--- config.mk ---
export PLATFORM = sky130hd
export DESIGN_NAME = masked_byte_pattern_scan_top
export DESIGN_NICKNAME = d
export VERILOG_FILES = /design/src/hdl/mbps_pkg.sv /design/src/hdl/mbps_cfg.sv /design/src/hdl/mbps_window.sv /design/src/hdl/masked_byte_pattern_scan_top.sv
export VERILOG_INCLUDE_DIRS = /design/src /design/src/hdl
export SDC_FILE = /design/constraint.sdc
export NUM_CORES = 1
export LEC_CHECK = 0
export BUFFER_PORTS_ARGS = -buffer_cell sky130_fd_sc_hd__buf_2
export CAP_MARGIN = 10
export CORE_AREA = 2 2 228 319
export CTS_CLUSTER_DIAMETER = 200
export DETAILED_ROUTE_END_ITERATION = 10
export DIE_AREA = 0 0 230 321
export PLACE_DENSITY = 0.64
export SYNTH_ARGS = -nofsm -noshare
export SYNTH_HDL_FRONTEND = slang
export SYNTH_SLANG_ARGS = --single-unit
--- constraint.sdc ---
create_clock -name aclk -period 20.4 [get_ports aclk]
set_input_delay 4.08 -clock aclk [delete_from_list [all_inputs] [get_ports aclk]]
set_output_delay 4.08 -clock aclk [all_outputs]
set_load 0.01 [all_outputs]
--- src/hdl/masked_byte_pattern_scan_top_defines.svh ---
// ----------------------------------------------------------------------------
// masked_byte_pattern_scan_top_defines
// assertion macros shared by the pattern scan rtl
// ----------------------------------------------------------------------------
`ifndef MASKED_BYTE_PATTERN_SCAN_TOP_DEFINES_SVH
`define MASKED_BYTE_PATTERN_SCAN_TOP_DEFINES_SVH

`ifndef SYNTHESIS
// checked property, disabled while reset is asserted
`define MBPS_ASSERT(name, clk, rstn, prop) \
    name: assert property (@(posedge clk) disable iff (!rstn) prop) \
        else $error("mbps assertion failed");
// checked property, also evaluated during reset
`define MBPS_ASSERT_RST(name, clk, prop) \
    name: assert property (@(posedge clk) prop) \
        else $error("mbps reset assertion failed");
`else
`define MBPS_ASSERT(name, clk, rstn, prop)
`define MBPS_ASSERT_RST(name, clk, prop)
`endif

`endif

--- src/hdl/mbps_pkg.sv ---
// ----------------------------------------------------------------------------
// mbps_pkg
// shared types and constants of the masked byte pattern scanner
// ----------------------------------------------------------------------------
package mbps_pkg;

    localparam int DEF_MAX_PATTERN_BYTES = 16;
    localparam int DEF_OFFSET_BITS       = 32;

    // pattern bytes held by the two pattern registers
    localparam int PAT_REG_BYTES = 16;

    localparam int CFG_DATA_W   = 64;
    localparam int CFG_INDEX_W  = 3;
    localparam int ADDR_W       = 64;
    localparam int COUNT_W      = 16;
    localparam int PLEN_W       = 5;

    typedef enum logic [CFG_INDEX_W-1:0] {
        REG_PATTERN_LOW    = 3'd0,
        REG_PATTERN_HIGH   = 3'd1,
        REG_CARE_MASK      = 3'd2,
        REG_PATTERN_LENGTH = 3'd3,
        REG_MATCH_INDEX    = 3'd4,
        REG_BASE_ADDRESS   = 3'd5
    } cfg_index_t;

    typedef struct packed {
        logic [63:0]          pattern_low;
        logic [63:0]          pattern_high;
        logic [15:0]          care_mask;
        logic [PLEN_W-1:0]    pattern_length;
        logic [COUNT_W-1:0]   match_index;
        logic [ADDR_W-1:0]    base_address;
    } cfg_t;

endpackage

--- src/hdl/mbps_cfg.sv ---
// ----------------------------------------------------------------------------
// mbps_cfg
// configuration register file, written by index
// ----------------------------------------------------------------------------
module mbps_cfg (
    input  logic                                 aclk,
    input  logic                                 aresetn,
    input  logic                                 cfg_wr_en,
    input  logic [mbps_pkg::CFG_INDEX_W-1:0]     cfg_index,
    input  logic [mbps_pkg::CFG_DATA_W-1:0]      cfg_wr_data,
    output mbps_pkg::cfg_t                       cfg
);
    import mbps_pkg::*;

    cfg_t cfg_reg;
    cfg_t cfg_next;

    always_comb begin
        cfg_next = cfg_reg;
        if (cfg_wr_en) begin
            case (cfg_index)
                REG_PATTERN_LOW:    cfg_next.pattern_low    = cfg_wr_data;
                REG_PATTERN_HIGH:   cfg_next.pattern_high   = cfg_wr_data;
                REG_CARE_MASK:      cfg_next.care_mask      = cfg_wr_data[15:0];
                REG_PATTERN_LENGTH: cfg_next.pattern_length = cfg_wr_data[PLEN_W-1:0];
                REG_MATCH_INDEX:    cfg_next.match_index    = cfg_wr_data[COUNT_W-1:0];
                REG_BASE_ADDRESS:   cfg_next.base_address   = cfg_wr_data[ADDR_W-1:0];
                default: ;
            endcase
        end
    end

    always_ff @(posedge aclk) begin
        if (!aresetn) begin
            cfg_reg.pattern_low    <= '0;
            cfg_reg.pattern_high   <= '0;
            cfg_reg.care_mask      <= 16'hFFFF;
            cfg_reg.pattern_length <= PLEN_W'(1);
            cfg_reg.match_index    <= '0;
            cfg_reg.base_address   <= '0;
        end else begin
            cfg_reg <= cfg_next;
        end
    end

    assign cfg = cfg_reg;

endmodule

--- src/hdl/mbps_window.sv ---
// ----------------------------------------------------------------------------
// mbps_window
// byte window shift line with fill count and parallel masked compare
// ----------------------------------------------------------------------------
module mbps_window #(
    parameter int MAX_PATTERN_BYTES = mbps_pkg::DEF_MAX_PATTERN_BYTES,
    localparam int LEN_W = $clog2(MAX_PATTERN_BYTES + 1)
) (
    input  logic              aclk,
    input  logic              aresetn,
    input  logic              shift_en,
    input  logic              region_clear,
    input  logic [7:0]        data_byte,
    input  mbps_pkg::cfg_t    cfg,
    output logic              match,
    output logic [LEN_W-1:0]  len_eff
);
    import mbps_pkg::*;

    localparam int IDX_W = (MAX_PATTERN_BYTES > 1) ? $clog2(MAX_PATTERN_BYTES) : 1;

    logic [7:0]              win_reg [MAX_PATTERN_BYTES];
    logic [7:0]              win_next [MAX_PATTERN_BYTES];
    logic [LEN_W-1:0]        fill_reg;
    logic [LEN_W-1:0]        fill_next;
    logic [LEN_W-1:0]        fill_inc;
    logic [MAX_PATTERN_BYTES-1:0] byte_ok;
    logic [8*PAT_REG_BYTES-1:0]   pattern;

    assign pattern = {cfg.pattern_high, cfg.pattern_low};

    // zero length acts as one, oversize clamps to the window depth
    always_comb begin
        if (cfg.pattern_length == '0) begin
            len_eff = LEN_W'(1);
        end else if (int'(cfg.pattern_length) > MAX_PATTERN_BYTES) begin
            len_eff = LEN_W'(MAX_PATTERN_BYTES);
        end else begin
            len_eff = LEN_W'(cfg.pattern_length);
        end
    end

    always_comb begin
        win_next[0] = data_byte;
        for (int j = 1; j < MAX_PATTERN_BYTES; j++) begin
            win_next[j] = win_reg[j-1];
        end
    end

    assign fill_inc = (fill_reg == LEN_W'(MAX_PATTERN_BYTES)) ? fill_reg
                                                                : fill_reg + LEN_W'(1);

    // pattern byte k lines up with the byte received len-1-k transactions ago
    for (genvar k = 0; k < MAX_PATTERN_BYTES; k++) begin : g_cmp
        logic [LEN_W-1:0] pos_full;
        logic [IDX_W-1:0] pos;
        logic             active;
        logic             cared;
        logic [7:0]       pbyte;

        assign active   = LEN_W'(k) < len_eff;
        assign pos_full = len_eff - LEN_W'(k) - LEN_W'(1);
        assign pos      = pos_full[IDX_W-1:0];

        if (k < PAT_REG_BYTES) begin : g_pat
            assign cared = cfg.care_mask[k];
            assign pbyte = pattern[8*k +: 8];
        end else begin : g_wild
            assign cared = 1'b0;
            assign pbyte = 8'h00;
        end

        assign byte_ok[k] = !active || !cared || (win_next[pos] == pbyte);
    end

    assign match = (fill_inc >= len_eff) && (&byte_ok);

    always_comb begin
        fill_next = fill_reg;
        if (region_clear) begin
            fill_next = '0;
        end else if (shift_en) begin
            fill_next = fill_inc;
        end
    end

    always_ff @(posedge aclk) begin
        if (!aresetn) begin
            fill_reg <= '0;
        end else begin
            fill_reg <= fill_next;
        end
    end

    always_ff @(posedge aclk) begin
        if (shift_en) begin
            win_reg <= win_next;
        end
    end

endmodule

--- src/hdl/masked_byte_pattern_scan_top.sv ---
// ----------------------------------------------------------------------------
// masked_byte_pattern_scan_top
// wildcard byte pattern search over one region, one byte per transaction
// data path: an accepted byte goes through the input register, then the compare
//   and result register; the window compare is a single parallel pass
// throughput: one byte per cycle while the result slot is not held by m_ready
// reset: aresetn synchronous; config returns to defaults, region state clears
// ----------------------------------------------------------------------------
`include "masked_byte_pattern_scan_top_defines.svh"

module masked_byte_pattern_scan_top #(
    parameter int MAX_PATTERN_BYTES = mbps_pkg::DEF_MAX_PATTERN_BYTES,
    parameter int OFFSET_BITS       = mbps_pkg::DEF_OFFSET_BITS
) (
    input  logic                                 aclk,
    input  logic                                 aresetn,
    input  logic                                 cfg_wr_en,
    input  logic [mbps_pkg::CFG_INDEX_W-1:0]     cfg_index,
    input  logic [mbps_pkg::CFG_DATA_W-1:0]      cfg_wr_data,
    input  logic                                 s_valid,
    output logic                                 s_ready,
    input  logic [7:0]                           s_data_byte,
    input  logic                                 s_last_byte,
    output logic                                 m_valid,
    input  logic                                 m_ready,
    output logic                                 m_found,
    output logic [mbps_pkg::ADDR_W-1:0]          m_match_address
);
    import mbps_pkg::*;

    localparam int LEN_W = $clog2(MAX_PATTERN_BYTES + 1);

    cfg_t                  cfg;

    logic                  in_valid_reg;
    logic [7:0]            in_data_reg;
    logic                  in_last_reg;

    logic [OFFSET_BITS-1:0] offset_reg;
    logic [OFFSET_BITS-1:0] offset_next;
    logic [COUNT_W-1:0]     count_reg;
    logic [COUNT_W-1:0]     count_next;
    logic                   done_reg;
    logic                   done_next;

    logic                  m_valid_reg;
    logic                  m_found_reg;
    logic [ADDR_W-1:0]     m_addr_reg;

    logic                  process;
    logic                  shift_en;
    logic                  region_clear;
    logic                  match;
    logic [LEN_W-1:0]      len_eff;
    logic                  hit;
    logic                  sel;
    logic                  res_valid;
    logic [OFFSET_BITS-1:0] start_offset;
    logic [ADDR_W-1:0]     res_addr;

    mbps_cfg u_cfg (
        .aclk        (aclk),
        .aresetn     (aresetn),
        .cfg_wr_en   (cfg_wr_en),
        .cfg_index   (cfg_index),
        .cfg_wr_data (cfg_wr_data),
        .cfg         (cfg)
    );

    mbps_window #(
        .MAX_PATTERN_BYTES (MAX_PATTERN_BYTES)
    ) u_window (
        .aclk         (aclk),
        .aresetn      (aresetn),
        .shift_en     (shift_en),
        .region_clear (region_clear),
        .data_byte    (in_data_reg),
        .cfg          (cfg),
        .match        (match),
        .len_eff      (len_eff)
    );

    // the held byte moves on whenever the result slot is free or draining
    assign process      = in_valid_reg && (!m_valid_reg || m_ready);
    assign s_ready      = !in_valid_reg || process;
    assign shift_en     = process && !done_reg;
    assign region_clear = process && in_last_reg;

    assign hit       = shift_en && match;
    assign sel       = hit && (count_reg == cfg.match_index);
    assign res_valid = shift_en && (sel || in_last_reg);

    assign start_offset = offset_reg - OFFSET_BITS'(len_eff) + OFFSET_BITS'(1);
    assign res_addr     = cfg.base_address + ADDR_W'(start_offset);

    always_comb begin
        offset_next = offset_reg;
        count_next  = count_reg;
        done_next   = done_reg;
        if (region_clear) begin
            offset_next = '0;
            count_next  = '0;
            done_next   = 1'b0;
        end else begin
            if (shift_en) begin
                offset_next = offset_reg + OFFSET_BITS'(1);
            end
            if (sel) begin
                done_next = 1'b1;
            end else if (hit && (count_reg != '1)) begin
                count_next = count_reg + COUNT_W'(1);
            end
        end
    end

    always_ff @(posedge aclk) begin
        if (!aresetn) begin
            in_valid_reg <= 1'b0;
            offset_reg   <= '0;
            count_reg    <= '0;
            done_reg     <= 1'b0;
            m_valid_reg  <= 1'b0;
        end else begin
            if (s_valid && s_ready) begin
                in_valid_reg <= 1'b1;
            end else if (process) begin
                in_valid_reg <= 1'b0;
            end
            offset_reg <= offset_next;
            count_reg  <= count_next;
            done_reg   <= done_next;
            if (process && res_valid) begin
                m_valid_reg <= 1'b1;
            end else if (m_ready) begin
                m_valid_reg <= 1'b0;
            end
        end
    end

    always_ff @(posedge aclk) begin
        if (s_valid && s_ready) begin
            in_data_reg <= s_data_byte;
            in_last_reg <= s_last_byte;
        end
        if (process && res_valid) begin
            m_found_reg <= sel;
            m_addr_reg  <= sel ? res_addr : '0;
        end
    end

    assign m_valid         = m_valid_reg;
    assign m_found         = m_found_reg;
    assign m_match_address = m_addr_reg;

    `MBPS_ASSERT_RST(a_reset_clears, aclk, !aresetn |=> !m_valid_reg && !in_valid_reg && !done_reg)
    `MBPS_ASSERT(a_notfound_on_last, aclk, aresetn, res_valid && !sel |-> in_last_reg)
    `MBPS_ASSERT(a_notfound_addr_zero, aclk, aresetn, m_valid_reg && !m_found_reg |-> m_addr_reg == '0)
    `MBPS_ASSERT(a_found_sets_done, aclk, aresetn, sel && !in_last_reg |=> done_reg)
    `MBPS_ASSERT(a_silent_when_done, aclk, aresetn, done_reg |-> !res_valid && !hit)

endmodule
# == Yosys cells after proc, flatten, opt, wreduce, memory -nomap -nowiden ==
# Cells that the tools add are included.
# totals
reg_bits,479
in_bits,81
out_inout_bits,67
elab_cells,291
# op_classes
addsub,36
order_cmp,34
n_eq_ne,24
n_mux,55
bitwise,18
reduce_logical,93
# ops
op,n
8-bit binary-select mux with 4-bit select,16
8-bit two-way mux,32
8-bit equality test,16
"5-bit >= comparator, second input constant",16
4-bit NOT with 5-bit output,16
"32-bit by 1-bit adder with 32-bit output, second input constant",2
64-bit by 32-bit adder with 64-bit output,1
"4-bit by 1-bit subtractor with 4-bit output, second input constant",16
"4-bit by 5-bit < comparator with 1-bit output, first input constant",8
1-bit zero test,35
1-bit logical OR,35
32-bit by 5-bit subtractor with 32-bit output,1
"4-bit subtractor, second input constant",8
"3-bit by 5-bit < comparator with 1-bit output, first input constant",4
"16-bit by 1-bit adder with 16-bit output, second input constant",1
16-bit equality test,1
"16-bit != test, second input constant",1
16-bit AND reduction,1
"4-bit by 3-bit subtractor with 4-bit output, second input constant",4
5-bit two-way mux,3
2-bit AND reduction,7
1-bit logical AND,10
"1-bit by 5-bit < comparator with 1-bit output, first input constant",2
"2-bit by 5-bit < comparator with 1-bit output, first input constant",2
other kinds (14),22

# == Longest topological paths before layout ==
# Gate-level depths: netlist of the first run.
# logic_depth
word_depth,19
depth_mapped,35
mapped_depth_nobuf,29

# == Modules after synthesis ==
# Synthesis of the first run repeated with hierarchy kept, for this count alone.
# unflattened
hier_cells,3091
hier_area_um2,30724.5
# by_module_without_submodules
module,instances,cells_each,area_per_inst_um2,seq_area_each_um2
mbps_window,1,1242,12983.7,3703.6
masked_byte_pattern_scan_top,1,1017,9142.5,3243.1
mbps_cfg,1,832,8598.2,4584.4

# == Least setup slack after synthesis of the first run ==
# OpenSTA, ideal clock, no wires.
# synth_path
kind,input -> register
start,input port m_ready
end,"register m_found_reg, in the netlist m_found (enable)"
setup_time_ns,0.587
t_arrival_ns,15.636
t_required_ns,19.813
setup_slack_ns,4.177
stages,10
path_buffers,1
cell_sequence,nand2b_1 -> nand2_1 -> nor2_1 -> o21a_1 -> o2111ai_1 -> nor4_2 -> and4_1 -> buf_2 -> nand2_2 -> a21boi_0
# synth_via
elab_chain_len,8
# synth_lines
item,line,rtl
"start, declared",masked_byte_pattern_scan_top.sv:25,"input logic m_ready,"
1-bit logical OR (*),masked_byte_pattern_scan_top.sv:84,assign process = in_valid_reg && (!m_valid_reg || m_ready);
1-bit logical AND (*),masked_byte_pattern_scan_top.sv:84,
1-bit logical AND (*),masked_byte_pattern_scan_top.sv:86,assign shift_en = process && !done_reg;
net shift_en,masked_byte_pattern_scan_top.sv:51,logic shift_en;
1-bit logical AND,masked_byte_pattern_scan_top.sv:89,assign hit = shift_en && match;
1-bit logical AND,masked_byte_pattern_scan_top.sv:90,assign sel = hit && (count_reg == cfg.match_index);
1-bit logical OR,masked_byte_pattern_scan_top.sv:91,assign res_valid = shift_en && (sel || in_last_reg);
1-bit logical AND (*),masked_byte_pattern_scan_top.sv:91,
1-bit logical AND (*),masked_byte_pattern_scan_top.sv:145,if (process && res_valid) begin
"end signal, assigned",masked_byte_pattern_scan_top.sv:146,m_found_reg <= sel;
"end, declared",masked_byte_pattern_scan_top.sv:47,logic m_found_reg;
# Mark *: on every way through the listed nets, which the timed path passes. The rest lies on a longest branch.
# A chain may end at the register's enable or synchronous reset.

# == Worst setup path after layout of the first run ==
# layout_path
start,input port m_ready
end,output port s_ready
# layout_via
elab_chain_len,3
# layout_lines
item,line,rtl
1-bit logical OR,masked_byte_pattern_scan_top.sv:84,
1-bit logical AND,masked_byte_pattern_scan_top.sv:84,
1-bit logical OR,masked_byte_pattern_scan_top.sv:85,assign s_ready = !in_valid_reg || process;
"end, declared",masked_byte_pattern_scan_top.sv:21,"output logic s_ready,"
# Every way passes these cells.

==> results of run 1 <==
[cells by family (layout without fill, tap and decap cells)]
kind of cell | count (synthesis) | after routing | synth area share (%)
AND/OR/NAND/NOR | 1120 | 1120 | 16.1
AO/OA/AOI/OAI | 741 | 741 | 15.4
flip-flops | 479 | 479 | 37.2
multiplexers | 307 | 307 | 16.4
buffers and inverters | 268 | 359 | 3.54
XOR/XNOR | 243 | 243 | 6.90
adder cells (fa/ha/maj) | 108 | 108 | 4.41
[routing by layer]
metal / GRT usage, % / wire [um] / part of all wire [%]
met5: 0 / 0 / 0
met4: 23.5 / 10600 / 9.6
met3: 4.06 / 7830 / 7.1
met2: 48.9 / 52700 / 48
met1: 33.8 / 39300 / 36
[power groups by stage]
stage               logic [uW]  clock network (uW)  registers (uW)
floorplan                  228                   0            1060
global placement           340                   0            1070
detailed placement         343                   0            1070
CTS                        344                 966            1050
global route               369                1000            1060
finish                     350                 951            1050
[per-stage QoR]
step / worst slack, ns / total power, uW / utilization, %
floorplan: 4.18 / 1290 / -
global placement: 11.65 / 1410 / 45.7
detailed placement: 11.65 / 1420 / 45.7
CTS: 11.65 / 2360 / 48.1
global route: 11.58 / 2430 / 48.1
finish: 11.65 / 2360 / 48.1
[Yosys cell counts (16+ instances only)]
| master | instances |
|---|---|
| clkbuf_1 | 126 |
| a21oi_1 | 340 |
| nand2_1 | 618 |
| nor3_1 | 29 |
| and3_1 | 35 |
| inv_1 | 72 |
| o211a_1 | 21 |
| edfxtp_1 | 194 |
| or4_1 | 19 |
| dfxtp_1 | 285 |
| or3_1 | 26 |
| a22o_1 | 41 |
| nor2b_1 | 17 |
| buf_2 | 32 |
| a21o_1 | 30 |
| xor2_1 | 79 |
| o22ai_1 | 19 |
| buf_1 | 21 |
| mux4_2 | 159 |
| mux2i_1 | 142 |
| a221o_1 | 18 |
| o211ai_1 | 22 |
| nand2b_1 | 19 |
| a31oi_1 | 16 |
| nor4_1 | 18 |
| xnor2_1 | 163 |
| a22oi_1 | 26 |
| ha_1 | 106 |
| nand3_1 | 64 |
| nand4_1 | 33 |
| nor2_1 | 186 |
| o21ai_0 | 76 |
[tightest hold or removal path, cell delays in order, from the launching register on]
cell and delay [ns]:
dfxtp_1 0.32, nand2_1 0.05, a21oi_1 0.05
[area by class of cell]
class	count	area (sq um)	share of cell area, %
Tap cell	944	1180	3.45
Inverter	78	300	0.878
Timing Repair Buffer	188	1080	3.15
Sequential cell	479	11500	33.7
Clock inverter	23	196	0.574
Clock buffer	70	1470	4.31
Multi-Input combinational cell	2519	18400	53.9
[path summary, 6_finish.rpt]
check	start	to	slack, ns	cells after the start
setup / recovery	m_ready	s_ready	11.65	4
hold / removal	u_cfg.cfg[29]	u_cfg.cfg[29]	0.46	2
setup reg to reg	u_cfg.cfg[84]	m_match_address[60]	12.43	29
hold reg to reg	u_cfg.cfg[29]	u_cfg.cfg[29]	0.46	2
==> impl_metrics.env, run 1 <==
export IMPL_max_freq_mhz=114
export IMPL_cts_setup_buffers=0
export IMPL_drive_gt1_share_pct=14.6
export IMPL_whs_ns=0.464
export IMPL_ctsHoldBuffers=0
export IMPL_layout_commonest_cell="nand2_1"
export IMPL_critPathLaunchType="input port"
export IMPL_fin_area_sq_um=34200
export IMPL_globalRouteOverflowTotal=0
export IMPL_critPathMaxFanout=4
export IMPL_synth_top_area_cell="edfxtp_1"
export IMPL_clk_latency_ns=0.63
export IMPL_rsz0062_at_grt="no"
export IMPL_nets=3505
export IMPL_cts_tree="built"
export IMPL_drt_first_pass_iters=6
export IMPL_pwr_share_clk_pct=40.4
export IMPL_slew_viol_final=0
export IMPL_cts_root_buf="clkbuf_16"
export IMPL_setup_viol=0
export IMPL_drcViolationCount=0
export IMPL_grt_start_max_net_pins=128
export IMPL_dpl_cell_area_sq_um=32500
export IMPL_grt_util_all_layers_pct=29.4
export IMPL_timing_slew_headroom_pct=19.2
export IMPL_cp_buffers_inverters=2
export IMPL_worst_pin_slew_ns=1.21
export IMPL_rows=116
export IMPL_holdCritPathClass="reg2reg"
export IMPL_wl_mm=110
export IMPL_fp_dieW_um=230
export IMPL_power_density_nw_per_um2=68.9
export IMPL_final_setup_tns_ns=0
export IMPL_wl_per_cell_um=25.7
export IMPL_die_h_um=321
export IMPL_fin_crit_ns=8.75
export IMPL_cts_resized=0
export IMPL_cp_common_cell="buf_2"
export IMPL_instances_no_fill=4301
export IMPL_htreeDepth=2
export IMPL_synthArstFlopShare_pct=0
export IMPL_portBuffers=147
export IMPL_cpPeakStageDelay_ns=0.24
export IMPL_drtIter0Drc=2688
export IMPL_dp_cells=4207
export IMPL_grt_pass1_vias=24700
export IMPL_comb_power_share_pct=14.9
export IMPL_pwr_share_seq_pct=44.8
export IMPL_p_leak_uw=0.0128
export IMPL_max_cap_viol_count=0
export IMPL_grt_pass1_wl_mm=162
export IMPL_synthFlopType="dfxtp_1"
export IMPL_nFillCells=6708
export IMPL_crit_chain="buf_2 > nor2b_1 > nand2_1 > buf_2"
export IMPL_clock_sinks=479
export IMPL_largest_register_ffs=229
export IMPL_p_sw_uw=665
export IMPL_antenna_found_initial=0
export IMPL_synthesis_nets=3455
export IMPL_io_pins=148
export IMPL_switching_share_pct=28.2
export IMPL_routed_via_density=6.17
export IMPL_clk_pin_slew_worst_paths_ns=0.07
export IMPL_p_int_uw=1690
export IMPL_required_ns=16.32
export IMPL_synthToLayoutAreaGrowth_pct=10.5
export IMPL_clock_path_buffers=3
export IMPL_synth_seq_cells=479
export IMPL_clock_skew_ns=0.0319
export IMPL_ys_top_cells_by_area="edfxtp_1 19%, dfxtp_1 18%, mux4_2 12%"
export IMPL_crit_type="in2out"
export IMPL_synth_warnings=0
export IMPL_arrival_ns=4.67
export IMPL_place_gp_congestion=0.997
export IMPL_diodes=0
export IMPL_syn_area_sq_um=31000
export IMPL_fp_coreArea_sq_um=71100
export IMPL_syn_inst=3266
export IMPL_crit_slowest_cell="nor2b_1"
export IMPL_synth_seq_area_share_pct=37.2
export IMPL_dieArea_sq_um=73800
export IMPL_hpwl_mm=81.4
export IMPL_syn_area_per_cell_sq_um=9.48
export IMPL_ir_drop_mv=0.0586
export IMPL_drtAntennaViolNets=0
export IMPL_synth_cell_types=84
export IMPL_status="complete, no violations"
export IMPL_endpoint_kind="output port"
export IMPL_num_vias=26600
export IMPL_synth_edf_count=194
export IMPL_initial_core_util_pct=43.5
export IMPL_layout_common_cells="617 x nand2_1, 340 x a21oi_1, 284 x dfxtp_1"
export IMPL_fin_crit_sh_pct=42.9
export IMPL_crit_family="simple AND/OR/NAND/NOR gates"
export IMPL_cts_buffers=50
export IMPL_hold_viol=0
export IMPL_synth_top_area_share_pct=18.8
Note: power is estimated with default switching activity, not from simulation.
==> inputs of run 2 (changes only) <==
Clock period 20.4 ns to 8.5 ns, I/O delays scaled along.
==> run 2 against run 1 <==
Against the previous run: via count up 1.9%; routed wire length rose by 4.7%; die area did not move; setup slack worse by 11 ns; critical path depth increased by 22; cell area up 0.15%; register-to-register slack worse by 11 ns; total power is 140% higher; final cell count rose by 0.44%; sequential cell count did not move.
==> impl_metrics.env, run 2 (same netlist as run 1, synthesis figures left out) <==
export IMPL_status="complete, no violations"
export IMPL_largest_register_ffs=229
export IMPL_power_density_nw_per_um2=163
export IMPL_clock_skew_ns=0.0296
export IMPL_wl_per_cell_um=26.8
export IMPL_p_total_uw=5580
export IMPL_cp_buffers_inverters=3
export IMPL_layout_commonest_cell="nand2_1"
export IMPL_hold_viol=0
export IMPL_cpPeakStageDelay_ns=1.06
export IMPL_cts_setup_buffers=0
export IMPL_initial_core_util_pct=43.5
export IMPL_clock_path_buffers=3
export IMPL_synthToLayoutAreaGrowth_pct=10.6
export IMPL_fp_dieW_um=230
export IMPL_crit_family="compound AO/OA/AOI/OAI gates"
export IMPL_register_area_sq_um=11500
export IMPL_fin_crit_sh_pct=88.3
export IMPL_ir_drop_mv=0.165
export IMPL_rr_worst_depth=26
export IMPL_timing_slew_headroom_pct=10.6
export IMPL_slew_viol_final=0
export IMPL_cts_root_buf="clkbuf_16"
export IMPL_drt_first_pass_iters=6
export IMPL_worst_pin_slew_ns=1.32
export IMPL_setup_viol=0
export IMPL_hpwl_mm=86.0
export IMPL_drtIter0Drc=3080
export IMPL_fp_coreArea_sq_um=71100
export IMPL_ctsHoldBuffers=0
export IMPL_dieArea_sq_um=73800
export IMPL_required_ns=8.86
export IMPL_cts_buffers=50
export IMPL_nets=3523
export IMPL_grt_start_max_net_pins=126
export IMPL_crit_type="reg2reg"
export IMPL_rsz0062_at_grt="no"
export IMPL_endpoint_kind="register"
export IMPL_crit_slowest_cell="o41ai_1"
export IMPL_cts_tree="built"
export IMPL_setup_ws_ns=0.996
export IMPL_grt_pass1_wl_mm=169
export IMPL_rows=116
export IMPL_portBuffers=147
export IMPL_nFillCells=6741
export IMPL_io_pins=148
export IMPL_r2r_setup_slack_ns=1.0
export IMPL_globalRouteOverflowTotal=0
export IMPL_cts_resized=0
export IMPL_grt_pass1_vias=25500
export IMPL_final_setup_tns_ns=0
export IMPL_clock_sinks=479
export IMPL_max_cap_viol_count=0
export IMPL_drtAntennaViolNets=0
export IMPL_place_gp_congestion=1.03
export IMPL_max_freq_mhz=133
export IMPL_die_h_um=321
export IMPL_critPathLaunchType="register"
export IMPL_htreeDepth=2
export IMPL_layout_common_cells="616 x nand2_1, 340 x a21oi_1, 284 x dfxtp_1"
export IMPL_pre_cts_ws_ns=1.28
export IMPL_drive_gt1_share_pct=14.9
export IMPL_grt_util_all_layers_pct=30.8
export IMPL_holdCritPathClass="reg2reg"
export IMPL_fin_crit_ns=7.50
export IMPL_critPathMaxFanout=17
export IMPL_clk_latency_ns=0.64
export IMPL_p_leak_uw=0.0129
export IMPL_wl_mm=116
export IMPL_drcViolationCount=0
export IMPL_clk_pin_slew_worst_paths_ns=0.07
export IMPL_routed_via_density=6.26
export IMPL_num_vias=27100
export IMPL_diodes=0
export IMPL_crit_cells=26
export IMPL_antenna_found_initial=3
export IMPL_arrival_ns=7.86
export IMPL_multi_input_area_sq_um=18500
export IMPL_hold_depth=2
==> run 2: cell type report <==
type	count	area share (%)
multi-input combinational	2519	53.9
timing repair buffer	206	3.48
clock inverter	30	0.690
sequential	479	33.7
inverter	78	0.877
clock buffer	64	3.96
tap	944	3.45
==> run 2: metal layers <==
| layer | vias up | wire length, um | GRT usage [%] |
|---|---|---|---|
| met1 | 13100 | 40500 | 34.6 |
| met2 | 1360 | 54200 | 50.6 |
| li1 | 12100 | - | - |
| met5 | - | 9 | 0 |
| met3 | 448 | 8670 | 5.69 |
| met4 | 2 | 12300 | 26.5 |
==> run 2: final timing paths <==
kind                                     start                   to
worst max register to register   u_cfg.cfg[82]  m_match_address[63]
worst min register to register  u_cfg.cfg[228]       u_cfg.cfg[228]
worst min-delay path            u_cfg.cfg[228]       u_cfg.cfg[228]
worst max-delay path             u_cfg.cfg[82]  m_match_address[63]
==> run 2: metrics by stage <==
step                      std cells  instance area, sq um  hold slack [ns]  utilization (%)
after floorplan                3266                 31000            0.431                -
after global placement         4226                 32700            0.444             45.9
after detailed placement       4226                 32700            0.452             45.9
after CTS                      4320                 34300            0.464             48.2
after global routing           4320                 34300            0.483             48.2
final                          4320                 34300            0.462             48.2
==> run 2: power by group <==
group          internal (uW)  switching, uW
Clock                   1180           1020
Sequential              2450           93.2
Combinational            329            509
Total                   3960           1620
==> run 2: worst reg2reg max path, cell delays in order, from the launching register on <==
cell and delay (ns):
dfxtp_1 0.81, buf_4 0.31, nand2b_1 0.12, ha_1 0.31, inv_1 0.09, fa_1 0.21
o21ai_0 0.10, buf_4 0.16, a211oi_1 0.32, o31a_1 0.21, o21ai_0 0.18, a311oi_1 0.32
nor2b_1 0.10, o41ai_1 1.06, xnor2_1 0.15, ha_1 0.42, a21o_1 0.19, a21o_1 0.19
a21o_1 0.17, a21oi_1 0.13, o21ai_0 0.12, a211o_1 0.33, a21oi_1 0.62, or2_2 0.35
nor3_1 0.08, xnor2_1 0.14, nor2_1 0.05
